`src/hdl/stc_pkg.sv`:
```
// ----------------------------------------------------------------------------
// stc_pkg
// Types and constants shared by the sensor compensation blocks.
// ----------------------------------------------------------------------------
package stc_pkg;

   typedef enum logic [2:0] {
      CSR_TEMP    = 3'd0,
      CSR_PRESS_A = 3'd1,
      CSR_PRESS_B = 3'd2,
      CSR_PRESS_C = 3'd3,
      CSR_HUM_A   = 3'd4,
      CSR_HUM_B   = 3'd5
   } csr_index_type;

   localparam int ARITH_STAGES = 12;
   localparam int DIV_STAGES   = 64;
   localparam int FIN_STAGES   = 5;

   localparam logic [20:0]        P_FULL_SCALE = 21'd1048576;
   localparam logic signed [32:0] P_TFINE_OFS  = 33'sd128000;
   localparam logic [63:0]        P_BIAS       = 64'd1 << 47;
   localparam logic [12:0]        P_SCALE      = 13'd3125;
   localparam logic signed [31:0] T_ROUND      = 32'sd128;
   localparam logic signed [31:0] H_TFINE_OFS  = 32'sd76800;
   localparam logic signed [31:0] H_ROUND_A    = 32'sd16384;
   localparam logic signed [31:0] H_OFS_B      = 32'sd32768;
   localparam logic signed [31:0] H_OFS_C      = 32'sd2097152;
   localparam logic signed [31:0] H_ROUND_C    = 32'sd8192;
   localparam logic signed [31:0] H_MAX        = 32'sd419430400;

   typedef struct packed {
      logic [19:0] raw_pressure;
      logic [19:0] raw_temperature;
      logic [15:0] raw_humidity;
   } req_item_type;

   typedef struct packed {
      logic [47:0] temp_coeffs;
      logic [47:0] press_coeffs_a;
      logic [47:0] press_coeffs_b;
      logic [47:0] press_coeffs_c;
      logic [31:0] hum_coeffs_a;
      logic [39:0] hum_coeffs_b;
   } coef_type;

   typedef struct packed {
      logic [31:0] temperature;
      logic [20:0] press_ofs;
      logic [15:0] hum_raw;
      logic [63:0] num_mag;
      logic [30:0] den_mag;
      logic        quot_neg;
      logic        div_zero;
   } arith_carry_type;

   typedef struct packed {
      logic [31:0] temperature;
      logic [16:0] humidity;
      logic        div_zero;
      logic        quot_neg;
   } carry_type;

   typedef struct packed {
      carry_type   info;
      logic [30:0] divisor;
      logic [30:0] rem;
      logic [63:0] quot;
   } div_stage_type;

endpackage

```
`src/hdl/stc_if.sv`:
```
// ----------------------------------------------------------------------------
// stc channel interfaces
// Raw reading, compensated result and register write channels.
// ----------------------------------------------------------------------------
interface stc_req_if;
   logic        valid;
   logic        ready;
   logic [19:0] raw_pressure;
   logic [19:0] raw_temperature;
   logic [15:0] raw_humidity;
   modport source (output valid, raw_pressure, raw_temperature, raw_humidity, input ready);
   modport sink (input valid, raw_pressure, raw_temperature, raw_humidity, output ready);
endinterface


interface stc_csr_if;
   logic        valid;
   logic        ready;
   logic [2:0]  index;
   logic [47:0] data;
   modport source (output valid, index, data, input ready);
   modport sink (input valid, index, data, output ready);
endinterface

```
`src/hdl/stc_front.sv`:
```
// ----------------------------------------------------------------------------
// stc_front
// Coefficient registers and a two-entry queue of accepted readings.
// ----------------------------------------------------------------------------
module stc_front
   import stc_pkg::*;
(
   input  logic          clock,
   input  logic          reset,
   stc_req_if.sink       req_chan,
   stc_csr_if.sink       csr_chan,
   input  logic          pop,
   output logic          head_valid,
   output req_item_type  head,
   output coef_type      coef
);

   coef_type     coef_ff, coef_in;
   req_item_type slot_ff [2];
   req_item_type item;
   logic [1:0]   count_ff, count_in;
   logic         wr_ptr_ff, wr_ptr_in;
   logic         rd_ptr_ff, rd_ptr_in;
   logic         push;

   assign csr_chan.ready = 1'b1;

   always_comb begin
      coef_in = coef_ff;
      if (csr_chan.valid) begin
         case (csr_index_type'(csr_chan.index))
            CSR_TEMP:    coef_in.temp_coeffs    = csr_chan.data;
            CSR_PRESS_A: coef_in.press_coeffs_a = csr_chan.data;
            CSR_PRESS_B: coef_in.press_coeffs_b = csr_chan.data;
            CSR_PRESS_C: coef_in.press_coeffs_c = csr_chan.data;
            CSR_HUM_A:   coef_in.hum_coeffs_a   = csr_chan.data[31:0];
            CSR_HUM_B:   coef_in.hum_coeffs_b   = csr_chan.data[39:0];
            default:     coef_in = coef_ff;
         endcase
      end
   end

   assign req_chan.ready = (count_ff != 2'd2);
   assign push           = req_chan.valid & req_chan.ready;
   assign item           = '{raw_pressure: req_chan.raw_pressure,
                             raw_temperature: req_chan.raw_temperature,
                             raw_humidity: req_chan.raw_humidity};
   assign count_in       = 2'(count_ff + {1'b0, push} - {1'b0, pop});
   assign wr_ptr_in      = wr_ptr_ff ^ push;
   assign rd_ptr_in      = rd_ptr_ff ^ pop;
   assign head_valid     = (count_ff != 2'd0);
   assign head           = slot_ff[rd_ptr_ff];
   assign coef           = coef_ff;

   always_ff @(posedge clock) begin
      if (reset) begin
         coef_ff   <= '0;
         count_ff  <= '0;
         wr_ptr_ff <= 1'b0;
         rd_ptr_ff <= 1'b0;
      end else begin
         coef_ff   <= coef_in;
         count_ff  <= count_in;
         wr_ptr_ff <= wr_ptr_in;
         rd_ptr_ff <= rd_ptr_in;
      end
   end

   always_ff @(posedge clock) begin
      if (push) begin
         slot_ff[wr_ptr_ff] <= item;
      end
   end

endmodule

```
`src/flat_wrapper.sv`:
```
// flat-port wrapper written by rule: the top's interface ports become plain ports
module stc_front_flat import stc_pkg::*;
  (clock, reset, pop, head_valid, head, coef, req_chan_valid, req_chan_raw_pressure, req_chan_raw_temperature, req_chan_raw_humidity, req_chan_ready, csr_chan_valid, csr_chan_index, csr_chan_data, csr_chan_ready);
  stc_req_if req_chan_i ();
  stc_csr_if csr_chan_i ();
  input  logic clock;
  input  logic reset;
  input  logic pop;
  output logic head_valid;
  output req_item_type head;
  output coef_type coef;
  input wire logic [$bits(req_chan_i.valid)-1:0] req_chan_valid;
  input wire logic [$bits(req_chan_i.raw_pressure)-1:0] req_chan_raw_pressure;
  input wire logic [$bits(req_chan_i.raw_temperature)-1:0] req_chan_raw_temperature;
  input wire logic [$bits(req_chan_i.raw_humidity)-1:0] req_chan_raw_humidity;
  output wire logic [$bits(req_chan_i.ready)-1:0] req_chan_ready;
  input wire logic [$bits(csr_chan_i.valid)-1:0] csr_chan_valid;
  input wire logic [$bits(csr_chan_i.index)-1:0] csr_chan_index;
  input wire logic [$bits(csr_chan_i.data)-1:0] csr_chan_data;
  output wire logic [$bits(csr_chan_i.ready)-1:0] csr_chan_ready;
  assign req_chan_i.valid = req_chan_valid;
  assign req_chan_i.raw_pressure = req_chan_raw_pressure;
  assign req_chan_i.raw_temperature = req_chan_raw_temperature;
  assign req_chan_i.raw_humidity = req_chan_raw_humidity;
  assign req_chan_ready = req_chan_i.ready;
  assign csr_chan_i.valid = csr_chan_valid;
  assign csr_chan_i.index = csr_chan_index;
  assign csr_chan_i.data = csr_chan_data;
  assign csr_chan_ready = csr_chan_i.ready;
  stc_front u_core (.clock(clock), .reset(reset), .req_chan(req_chan_i), .csr_chan(csr_chan_i), .pop(pop), .head_valid(head_valid), .head(head), .coef(coef));
endmodule
```
`config.mk`:
```
export PLATFORM = sky130hd
export DESIGN_NAME = stc_front_flat
export DESIGN_NICKNAME = d
export VERILOG_FILES = /design/src/hdl/stc_pkg.sv /design/src/hdl/stc_if.sv /design/src/hdl/stc_front.sv /design/src/flat_wrapper.sv
export SDC_FILE = /design/constraint.sdc
export NUM_CORES = 1
export LEC_CHECK = 0
export BUFFER_PORTS_ARGS = -buffer_cell sky130_fd_sc_hd__clkbuf_2
export CORE_ASPECT_RATIO = 1.4
export CORE_MARGIN = 8
export CORE_UTILIZATION = 50
export CTS_BUF_LIST = sky130_fd_sc_hd__clkbuf_16
export DETAILED_ROUTE_END_ITERATION = 10
export GPL_TIMING_DRIVEN = 0
export PLACE_DENSITY = 0.79
export RECOVER_POWER = 25
export SYNTH_ARGS = -nofsm -noshare
export SYNTH_HDL_FRONTEND = slang
export SYNTH_SLANG_ARGS = --single-unit
```
`constraint.sdc`:
```
create_clock -name clock -period 2.9 [get_ports clock]
set_clock_uncertainty 0.2 [all_clocks]
set_input_delay 0.145 -clock clock [delete_from_list [all_inputs] [get_ports clock]]
set_output_delay 0.145 -clock clock [all_outputs]
set_load 0.005 [all_outputs]
```
==> impl_metrics.yaml, run 1 <==
status:
  outcome: "finished, final reports clean"
setup_path:
  critical_path_peak_fanout: 10
  timing.critical_path.max_delay_family: "buffers and inverters"
  crit_required_ns: 3.11
  critPathBufInv: 5
  timing.critical_path.slowest_stage_cell: "sky130_fd_sc_hd__clkbuf_1"
  max_stage_delay_ns: 0.62
  timing.critical_path.cells: "dlygate4sd3_1, clkbuf_1, clkbuf_1, clkbuf_1, a21oi_1, dlygate4sd3_1"
  timing.critical_path.to_type: "flip-flop"
  critPathLaunchType: "input port"
  cell_seen_most_often_among_critical_path_stages: "sky130_fd_sc_hd__clkbuf_1"
  critPathArrivalTime_ns: 2.97
  critical_path_class: "input port to flip-flop"
power:
  total_leakage_power_nw: 7.015
  powerDensity_nw_per_um2: 634.4
  ir_drop_mv: 0.5220
hold_path:
  hold_path.class: "input port to flip-flop"
timing:
  rsz0062_at_grt: "false"
  post-route-min-period_ns: 2.760
  max_clock_freq_ghz: 0.3623
  timing_worst_slew_pin_value_ns: 0.7523
  final_max_slew_viol_count: 0
  post-route-period-util_pct: 95.17
  finalSetupTns_ns: 0
  setup_violations: 0
  finalHoldViolCount: 0
  fin_hold_ws_ns: 0.08288
  slew_headroom_pct: 49.85
synth:
  yosysWarnings: 0
  synthTopCellsByArea: "sky130_fd_sc_hd__dfxtp_1 40%, sky130_fd_sc_hd__edfxtp_1 25%, sky130_fd_sc_hd__nand2_1 15%"
  avgSynthCellArea_um2: 9.882
  syn-instance-count: 1359
  netlist-cell-type-count: 30
  synth.top_cell.area_share_pct: 39.95
  ys_seq_elements: 380
  syn_area_um2: 13430
  synth_sequential_area_ratio_pct: 65.00
  netlist.top_cell.by_area: "sky130_fd_sc_hd__dfxtp_1"
  synth.net_count: 1473
layout:
  layout.cells.most_common_list: "529 x sky130_fd_sc_hd__nand2_1, 313 x sky130_fd_sc_hd__clkbuf_2, 268 x sky130_fd_sc_hd__dfxtp_1"
  final_common_cell: "sky130_fd_sc_hd__nand2_1"
  layout-area-overhead-vs-synth_pct: 34.77
  finalNetCount: 2054
  layout-drive-gt1-share_pct: 24.29
  insertedDiodeCount: 0
  number_of_fill_cells_in_the_layout: 2021
die:
  boundaryPins: 435
  core_um2: 26650
  initial_utilization_pct: 50.39
  die_h_um: 209.9
  rows: 71
  die_w_um: 154.5
  floorplan.die_area_um2: 32430
clocking:
  ctsRootBufferMaster: "sky130_fd_sc_hd__clkbuf_16"
  worst_skew_pair.late_latency_ns: 0.52
  clk_pin_slew_worst_paths_ns: 0.07
  sink_count: 380
  cts_resizes: 0
  cts_buffer_depth: 3
  tritoncts.num_buffers: 36
  cts_max_level: 2
  cts_tree: "done"
job:
  max-cap-violations: 0
detailed_routing:
  initialDrtViolationCount: 748
  wl_per_cell_um: 21.07
  drcViolationCount: 0
  dr.pass1.iters: 5
  routed_via_density: 5.326
  via_count: 12230
  finalWirelength_um: 48370
  route.antenna.remaining_nets: 0
global_route:
  grt_antenna_before_repair: 0
  grt_pass1_vias: 12500
  maximum_number_of_pins_on_one_net_before_global_route_repair: 36
  grt_first_pass_wirelength_um: 73040
  grt.overflow.total: 0
  track_usage_pct: 29.04
placed_design:
  port_buf_inserts: 432
  detailedPlacementHpwl_um: 33570
  gpl.final_weighted_congestion: 0.8798
-- Yosys cell counts --
library cell / number
sky130_fd_sc_hd__a21o_1: 1
sky130_fd_sc_hd__a21oi_1: 265
sky130_fd_sc_hd__and2_1: 1
sky130_fd_sc_hd__and3_1: 1
sky130_fd_sc_hd__and4b_1: 2
sky130_fd_sc_hd__and4bb_2: 2
sky130_fd_sc_hd__buf_1: 4
sky130_fd_sc_hd__buf_2: 32
sky130_fd_sc_hd__buf_4: 14
sky130_fd_sc_hd__buf_6: 4
sky130_fd_sc_hd__clkbuf_1: 44
sky130_fd_sc_hd__conb_1: 1
sky130_fd_sc_hd__dfxtp_1: 268
sky130_fd_sc_hd__edfxtp_1: 112
sky130_fd_sc_hd__ha_1: 2
sky130_fd_sc_hd__inv_1: 2
sky130_fd_sc_hd__mux2_2: 57
sky130_fd_sc_hd__mux2i_1: 1
sky130_fd_sc_hd__nand2_1: 529
sky130_fd_sc_hd__nand2b_1: 1
sky130_fd_sc_hd__nand3_1: 1
sky130_fd_sc_hd__nand4b_1: 2
sky130_fd_sc_hd__nand4bb_1: 3
sky130_fd_sc_hd__nor2_1: 3
sky130_fd_sc_hd__nor2b_1: 2
sky130_fd_sc_hd__nor4b_4: 1
sky130_fd_sc_hd__nor4bb_1: 1
sky130_fd_sc_hd__or2_2: 1
sky130_fd_sc_hd__or4b_1: 1
sky130_fd_sc_hd__xnor2_1: 1
-- worst min-delay path: stages --
cell	delay, ns
sky130_fd_sc_hd__clkbuf_2	0.09
sky130_fd_sc_hd__nand4bb_1	0.16
sky130_fd_sc_hd__buf_4	0.22
sky130_fd_sc_hd__nand2_1	0.07
sky130_fd_sc_hd__a21oi_1	0.05
-- kinds of logic after synthesis --
family | synth area share [%]
flops | 65.00
compound gates | 9.932
buf+inv | 3.708
mux | 4.854
other cells | 0.02792
fa+ha+maj | 0.1863
xor+xnor | 0.06523
simple gates | 16.23
-- path summary, 6_finish.rpt --
check                                     start                             to  slack, ns  depth (start not counted)
setup reg to reg  u_core.count_ff[0]$_SDFF_PP0_  u_core.count_ff[0]$_SDFF_PP0_       0.51                          6
hold reg to reg    u_core.coef[11]$_SDFFE_PP0P_   u_core.coef[11]$_SDFFE_PP0P_       0.25                          2
setup / recovery                          reset  u_core.count_ff[0]$_SDFF_PP0_       0.14                          6
hold / removal                csr_chan_index[0]  u_core.coef[169]$_SDFFE_PP0P_       0.08                          5
-- metal layers --
metal / track usage (%) / part of all wire [%]
met1: 30.20 / 35
met2: 51.62 / 51
met5: 0 / 0
met4: 16.44 / 5.8
met3: 8.357 / 8.7
-- stage by stage --
step / instances / setup WS, ns / power (mW) / cell area, um^2 / util (%)
5_1_grt: 2296 / 0.04151 / 11.83 / 18100 / 67.91
3_5_place_dp: 2121 / 0.7187 / 6.912 / 16050 / 60.21
3_3_place_gp: 2119 / -0.4285 / 6.867 / 16000 / 60.04
2_1_floorplan: 1359 / 0.2596 / 6.367 / 13430 / -
4_1_cts: 2296 / 0.1568 / 11.45 / 18250 / 68.47
6_report: 2296 / 0.1400 / 11.48 / 18100 / 67.91
-- sequential cells by signal, indices dropped and copies added (netlist names) --
signal / flops
u_core.coef: 264
u_core.slot_ff: 112
u_core.count_ff: 2
u_core.rd_ptr_ff: 1
u_core.wr_ptr_ff: 1
-- where the power goes --
group	switching [mW]	leakage, nW	internal, mW
registers	0.0916	3.21	5.72
clock network	2.02	0.576	2.50
logic	0.664	3.23	0.484
-- timing repair --
action                                  4_1_cts  5_1_grt
hold buffers                                109        0
hold endpoints to repair                    380        0
endpoints found under the setup margin        0        0
buffers inserted                              0        0
-- layout make-up --
| class | count | area [um^2] | share of cell area [%] |
|---|---|---|---|
| multi-input combinational | 879 | 4207 | 23.24 |
| buffer | 98 | 490.5 | 2.710 |
| tap | 328 | 410.4 | 2.268 |
| timing repair buffer | 543 | 3144 | 17.37 |
| sequential | 380 | 8728 | 48.23 |
| clock inverter | 29 | 185.2 | 1.023 |
| inverter | 2 | 7.507 | 0.04148 |
| clock buffer | 37 | 925.9 | 5.116 |
No activity file was read; power rests on OpenSTA's default activity.
==> run 2: changes to the inputs <==
--- a/config.mk
+++ b/config.mk
@@ -11,7 +11,7 @@
 export CORE_UTILIZATION = 50
 export CTS_BUF_LIST = sky130_fd_sc_hd__clkbuf_16
 export DETAILED_ROUTE_END_ITERATION = 10
-export GPL_TIMING_DRIVEN = 0
+export GPL_TIMING_DRIVEN = 1
 export PLACE_DENSITY = 0.79
 export RECOVER_POWER = 25
 export SYNTH_ARGS = -nofsm -noshare
==> impl_metrics.yaml, run 2 (synthesis results as in run 1) <==
clocking:
  ctsRootBufferMaster: "sky130_fd_sc_hd__clkbuf_16"
  cts_setup_buffers: 0
  cts_resizes: 0
  clk_pin_slew_worst_paths_ns: 0.07
  cts_tree: "done"
  sink_count: 380
  worst_skew_pair.late_latency_ns: 0.52
  cts_max_level: 2
  tritoncts.num_buffers: 34
  cts_buffer_depth: 3
setup_path:
  critPathArrivalTime_ns: 2.68
  timing.critical_path.slowest_stage_cell: "sky130_fd_sc_hd__clkbuf_1"
  critical_path_peak_fanout: 40
  crit_required_ns: 3.15
  critPathLaunchType: "input port"
  timing.critical_path.to_type: "flip-flop"
  critical_path_class: "input port to flip-flop"
  regToRegEndpoint: "u_core.count_ff[0]$_SDFF_PP0_"
  timing.critical_path.from: "csr_chan_valid"
  timing.critical_path.cells: "clkbuf_2, and4b_2, clkbuf_1, nand2_1, a21oi_1"
  r2r_slack_ns: 0.59
  timing.critical_path.max_delay_family: "buffers and inverters"
  regToRegStartpoint: "u_core.count_ff[0]$_SDFF_PP0_"
  max_stage_delay_ns: 1.58
  ff2ff_path_depth: 6
  critPathBufInv: 2
layout:
  number_of_fill_cells_in_the_layout: 1979
  finalNetCount: 1973
  largest_register_ffs: 264
  multi_input_area_um2: 4247
  layout-area-overhead-vs-synth_pct: 33.28
  register_area_um2: 8730
  insertedDiodeCount: 0
  final_common_cell: "sky130_fd_sc_hd__nand2_1"
  layout-drive-gt1-share_pct: 27.76
  layout.cells.most_common_list: "529 x sky130_fd_sc_hd__nand2_1, 385 x sky130_fd_sc_hd__clkbuf_2, 267 x sky130_fd_sc_hd__dfxtp_1"
global_route:
  grt_antenna_before_repair: 0
  track_usage_pct: 27.51
  grt_pass1_vias: 12000
  grt.overflow.total: 0
  grt_first_pass_wirelength_um: 69750
  maximum_number_of_pins_on_one_net_before_global_route_repair: 92
timing:
  post-route-min-period_ns: 2.428
  setup_violations: 0
  final_max_slew_viol_count: 74
  post-route-period-util_pct: 83.71
  finalHoldViolCount: 0
  finalSetupTns_ns: 0
  timing_worst_slew_pin_value_ns: 2.225
  rsz0062_at_grt: "false"
  slew_headroom_pct: -48.31
  max_clock_freq_ghz: 0.4119
detailed_routing:
  route.antenna.remaining_nets: 0
  drcViolationCount: 0
  via_count: 11910
  wl_per_cell_um: 20.70
  dr.pass1.iters: 5
  finalWirelength_um: 45790
  routed_via_density: 5.383
  initialDrtViolationCount: 818
die:
  core_um2: 26650
  floorplan.die_area_um2: 32430
  die_w_um: 154.5
  rows: 71
  initial_utilization_pct: 50.39
  boundaryPins: 435
  die_h_um: 209.9
hold_path:
  worst_hold_path.num_cells: 2
  hold_path.class: "input port to flip-flop"
  end_point_of_the_most_critical_hold_path: "u_core.wr_ptr_ff$_SDFF_PP0_"
  worst_hold_startpoint: "reset"
placed_design:
  port_buf_inserts: 433
  detailedPlacementHpwl_um: 29480
  gpl.final_weighted_congestion: 0.8166
job:
  max-cap-violations: 2
status:
  outcome: "finished, violations left"
  violated_checks: "max-capacitance violations, max-slew violations"
power:
  powerDensity_nw_per_um2: 634.7
  total_leakage_power_nw: 7.052
  ir_drop_mv: 0.6122
  design_power_total_mw: 11.36
[run 2: cell types whose count changed in the layout (fill, tap and decap cells not counted), moves of 3 or more]
cell	before	now
sky130_fd_sc_hd__clkbuf_1	163	50
sky130_fd_sc_hd__clkbuf_2	313	385
sky130_fd_sc_hd__buf_2	32	0
sky130_fd_sc_hd__inv_1	10	5
sky130_fd_sc_hd__buf_1	4	0
sky130_fd_sc_hd__buf_12	2	6
sky130_fd_sc_hd__buf_6	4	0
sky130_fd_sc_hd__nand4bb_1	3	0
[run 2: power breakdown]
part / leakage (nW) / switching (mW) / internal (mW)
Clock: 0.546 / 1.95 / 2.48
Sequential: 3.21 / 0.0988 / 5.72
Combinational: 3.29 / 0.625 / 0.486
[run 2: worst max-delay path by stage]
stage	to	depth (start not counted)
2_1_floorplan	u_core.slot_ff[0][0]$_DFFE_PP_	3
3_3_place_gp	u_core.coef[216]$_SDFFE_PP0P_	4
3_5_place_dp	u_core.coef[260]$_SDFFE_PP0P_	4
4_1_cts	head[24]	3
5_1_grt	u_core.coef[20]$_SDFFE_PP0P_	5
6_report	u_core.coef[26]$_SDFFE_PP0P_	5
[run 2: stage by stage]
| stage | util (%) | setup WS, ns | hold slack, ns | cell area [um^2] | std cells |
|---|---|---|---|---|---|
| 2_1_floorplan | - | 0.2596 | 0.04387 | 13430 | 1359 |
| 3_3_place_gp | 59.35 | 0.7100 | 0.1338 | 15820 | 2043 |
| 3_5_place_dp | 59.35 | 0.6615 | 0.1380 | 15820 | 2043 |
| 4_1_cts | 67.48 | 0.5427 | 0.004973 | 17980 | 2212 |
| 5_1_grt | 67.16 | 0.2412 | 0.04369 | 17900 | 2212 |
| 6_report | 67.16 | 0.4724 | 0.01611 | 17900 | 2212 |
[run 2: layout make-up]
type	instances	area share, %
sequential	380	48.77
multi-input combinational	879	23.73
timing repair buffer	562	19.11
clock buffer	37	5.173
tap	328	2.293
clock inverter	24	0.8878
inverter	2	0.04194
[run 2: what timing repair did]
item / 4_1_cts / 5_1_grt
hold buffers: 108 / 0
endpoints found under the setup margin: 0 / 0
hold endpoints to repair: 380 / 0
[run 2: metal layers]
metal | track usage (%) | up-vias | share of wire (%)
met5 | 0 | - | 0
met2 | 47.25 | 641 | 50
li1 | - | 5502 | -
met4 | 14.81 | 0 | 5.4
met3 | 8.399 | 156 | 9.2
met1 | 30.02 | 5608 | 35
==> run 3: changes to the inputs <==
--- a/config.mk
+++ b/config.mk
@@ -5,14 +5,15 @@
 export SDC_FILE = /design/constraint.sdc
 export NUM_CORES = 1
 export LEC_CHECK = 0
+export ABC_AREA = 1
 export BUFFER_PORTS_ARGS = -buffer_cell sky130_fd_sc_hd__clkbuf_2
 export CORE_ASPECT_RATIO = 1.4
 export CORE_MARGIN = 8
-export CORE_UTILIZATION = 50
+export CORE_UTILIZATION = 46
 export CTS_BUF_LIST = sky130_fd_sc_hd__clkbuf_16
 export DETAILED_ROUTE_END_ITERATION = 10
 export GPL_TIMING_DRIVEN = 1
-export PLACE_DENSITY = 0.79
+export PLACE_DENSITY = 0.76
 export RECOVER_POWER = 25
 export SYNTH_ARGS = -nofsm -noshare
 export SYNTH_HDL_FRONTEND = slang
==> constraint.sdc (replaced) <==
create_clock -name clock -period 2 [get_ports clock]
set_clock_uncertainty 0.2 [all_clocks]
set_input_delay 0.1 -clock clock [delete_from_list [all_inputs] [get_ports clock]]
set_output_delay 0.1 -clock clock [all_outputs]
set_load 0.005 [all_outputs]
==> impl_metrics.yaml, run 3 <==
status:
  outcome: "finished, final reports clean"
die:
  floorplan.die_area_um2: 36710
  boundaryPins: 435
  die_w_um: 164.2
  die_h_um: 223.5
  rows: 76
  core_um2: 30520
  initial_utilization_pct: 46.36
synth:
  yosysWarnings: 0
  yosys.cell_count.top_type: "sky130_fd_sc_hd__nor2_1"
  post_synthesis_share_of_cell_area_spent_on_full_adders_half_adders_and_majority_gates_pct: 0.1769
  synth_compound_gate_area_share_pct: 1.167
  synth_top_family_by_area: "simple AND/OR/NAND/NOR gates"
  synth_sequential_area_ratio_pct: 61.69
  yosys_most_used_dff: "sky130_fd_sc_hd__dfxtp_1"
  netlist.top_cell.by_area: "sky130_fd_sc_hd__dfxtp_1"
  avgSynthCellArea_um2: 8.612
  simple_logic_cell_fraction_of_the_synthesized_area_pct: 27.31
  syn-instance-count: 1643
  synth.top_cell.area_share_pct: 37.92
  synth_edf_count: 112
  ys_seq_elements: 380
  synth_commonest_cells: "534 x sky130_fd_sc_hd__nor2_1, 479 x sky130_fd_sc_hd__nand2_1, 268 x sky130_fd_sc_hd__dfxtp_1, 112 x sky130_fd_sc_hd__edfxtp_1, 59 x sky130_fd_sc_hd__inv_1"
  syn_area_um2: 14150
  synthMuxAreaShare_pct: 4.457
  synth.net_count: 1757
  synth_xor_xnor_area_share_pct: 0.06190
  synthTopCellsByArea: "sky130_fd_sc_hd__dfxtp_1 38%, sky130_fd_sc_hd__edfxtp_1 24%, sky130_fd_sc_hd__nor2_1 14%"
  netlist-cell-type-count: 21
  async_reset_ff_share_pct: 0
detailed_routing:
  highest_layer: "met4"
  met1Wirelength_um: 15160
  route.antenna.remaining_nets: 0
  routed_via_density: 4.846
  met3_length_um: 5137
  wl_per_cell_um: 17.44
  met2_length_um: 22320
  finalWirelength_um: 44690
  drcViolationCount: 0
  dr.pass1.iters: 4
  via_count: 12420
  initialDrtViolationCount: 665
layout:
  layout-drive-gt1-share_pct: 23.33
  largest_register_ffs: 264
  finalNetCount: 2267
  register_area_um2: 8732
  multi_input_area_um2: 4703
  layout.cells.most_common_list: "536 x sky130_fd_sc_hd__nor2_1, 478 x sky130_fd_sc_hd__nand2_1, 381 x sky130_fd_sc_hd__clkbuf_2"
  post-route-util_pct: 61.08
  number_of_fill_cells_in_the_layout: 2526
  layout-area-overhead-vs-synth_pct: 31.75
  final_common_cell: "sky130_fd_sc_hd__nor2_1"
  insertedDiodeCount: 0
placed_design:
  detailedPlacementHpwl_um: 30880
  gpl.final_weighted_congestion: 0.8394
  port_buf_inserts: 433
timing:
  timing_worst_slew_pin_value_ns: 1.260
  fin_hold_ws_ns: 0.01198
  post-route-min-period_ns: 1.955
  slew_headroom_pct: 16.01
  rsz0062_at_grt: "true"
  post-route-period-util_pct: 97.76
  max_clock_freq_ghz: 0.5114
  final_max_slew_viol_count: 0
  finalHoldViolCount: 0
  setup_violations: 0
setup_path:
  ff2ff_path_depth: 7
  critPathLaunchType: "flip-flop"
  timing.critical_path.max_delay_family: "flip-flops"
  timing.critical_path.slowest_stage_cell: "sky130_fd_sc_hd__dfxtp_4"
  timing.critical_path.cells: "buf_12, mux2_2, clkbuf_2"
  r2r_slack_ns: 0.16
  critical_path_peak_fanout: 28
  timing.critical_path.to_type: "primary output"
  critPathArrivalTime_ns: 1.66
  max_stage_delay_ns: 0.43
  critical_path_class: "flip-flop to primary output"
  regToRegStartpoint: "u_core.count_ff[0]$_SDFF_PP0_"
  crit_required_ns: 1.70
  critPathBufInv: 2
  regToRegEndpoint: "u_core.wr_ptr_ff$_SDFF_PP0_"
global_route:
  track_usage_pct: 23.56
  grt_pass1_vias: 12490
  grt_antenna_before_repair: 0
  grt_first_pass_wirelength_um: 68150
  grt.overflow.total: 0
  maximum_number_of_pins_on_one_net_before_global_route_repair: 97
power:
  power_share_of_the_clock_group_pct: 37.6
  share_of_total_power_in_combinational_logic_pct: 11.5
  power_switching_mw: 4.052
  ir_drop_mv: 0.7667
  internal_power_mw: 12.73
  switching_share_of_power_pct: 24.14
  total_leakage_power_nw: 8.428
  powerDensity_nw_per_um2: 900.1
  share_seq_of_total_power_pct: 50.9
clocking:
  clk_pin_slew_worst_paths_ns: 0.06
  worst_skew_pair.late_latency_ns: 0.51
  sink_count: 380
  cts_tree: "done"
  cts_max_level: 2
  cts_buffer_depth: 3
  ctsRootBufferMaster: "sky130_fd_sc_hd__clkbuf_16"
  tritoncts.num_buffers: 35
hold_path:
  worst_hold_startpoint: "csr_chan_index[0]"
  end_point_of_the_most_critical_hold_path: "u_core.coef[116]$_SDFFE_PP0P_"
  hold_path.class: "input port to flip-flop"
  worst_hold_path.num_cells: 6
job:
  max-cap-violations: 0
run 3: cell types whose count changed after synthesis, sizes merged, moves of 2 or more:
| cell | change |
|---|---|
| a21oi | -264 |
| and4b | -2 |
| and4bb | -2 |
| buf | +16 |
| clkbuf | -24 |
| inv | +58 |
| nand2 | -49 |
| nand4b | -2 |
| nand4bb | -3 |
| nor2 | +536 |
| nor2b | -2 |
| o21ai | +32 |
run 3: how the worst max path moves through the flow:
stage	end	slack (ns)	from	cells after the start
after global routing	head[15]	-0.03	u_core.rd_ptr_ff$_SDFF_PP0_	3
after detailed placement	u_core.slot_ff[0][37]$_DFFE_PP_	0.36	u_core.count_ff[0]$_SDFF_PP0_	6
final	head[39]	0.04	u_core.rd_ptr_ff$_SDFF_PP0_	3
after global placement	u_core.slot_ff[0][37]$_DFFE_PP_	0.39	u_core.count_ff[0]$_SDFF_PP0_	6
after CTS	head[29]	0.03	u_core.rd_ptr_ff$_SDFF_PP0_	3
after floorplan	u_core.slot_ff[1][0]$_DFFE_PP_	0.03	u_core.count_ff[0]$_SDFF_PP0_	4
run 3: metrics by stage:
stage	area, um^2	setup slack, ns	cells	setup TNS (ns)	power, mW
finish	18640	0.04471	2563	0	16.78
global route	18640	-0.02641	2563	-0.2993	17.41
floorplan	14170	0.03235	1643	0	9.615
CTS	18780	0.03183	2563	0	16.91
global placement	16630	0.3931	2398	0	10.38
detailed placement	16630	0.3625	2398	0	10.45
run 3: power groups by stage:
stage,combinational [mW],clock (mW),sequential [mW]
after CTS,1.94,6.44,8.54
after floorplan,0.945,0,8.67
final,1.92,6.31,8.55
after detailed placement,1.74,0,8.70
after global placement,1.69,0,8.69
after global routing,2.12,6.72,8.57
run 3: cells by family (layout without fill, tap and decap cells):
kind of cell | Yosys count | count (layout)
AND/OR/NAND/NOR | 1020 | 1020
other | 1 | 1
XOR/XNOR | 1 | 1
AO/OA/AOI/OAI | 33 | 33
flip-flops | 380 | 380
buffers and inverters | 150 | 680
adder cells (fa/ha/maj) | 2 | 2
multiplexers | 56 | 56
run 3: worst min-delay path, stage by stage:
cell	delay [ns]
sky130_fd_sc_hd__clkbuf_2	0.11
sky130_fd_sc_hd__nand2_1	0.07
sky130_fd_sc_hd__nor2_1	0.07
sky130_fd_sc_hd__buf_12	0.19
sky130_fd_sc_hd__nor2_1	0.11
sky130_fd_sc_hd__nor2_1	0.05
run 3: area by class of cell:
cell class / instances / share of cell area (%)
Inverter: 60 / 1.235
Clock inverter: 21 / 0.8322
Tap cell: 390 / 2.617
Clock buffer: 36 / 4.832
Sequential cell: 380 / 46.84
Multi-Input combinational cell: 1113 / 25.23
Timing Repair Buffer: 563 / 18.42
run 3: metal layers:
metal,global-route usage [%],up-vias
li1,-,6049
met1,23.98,5709
met2,41.26,556
met3,9.094,107
met4,11.44,0
met5,0,-
run 3: what timing repair did:
action	4_1_cts	5_1_grt
endpoints found under the hold margin	380	0
hold buffers	108	0
setup buffers	0	0
endpoints found under the setup margin	43	27
gates resized for setup	2	0
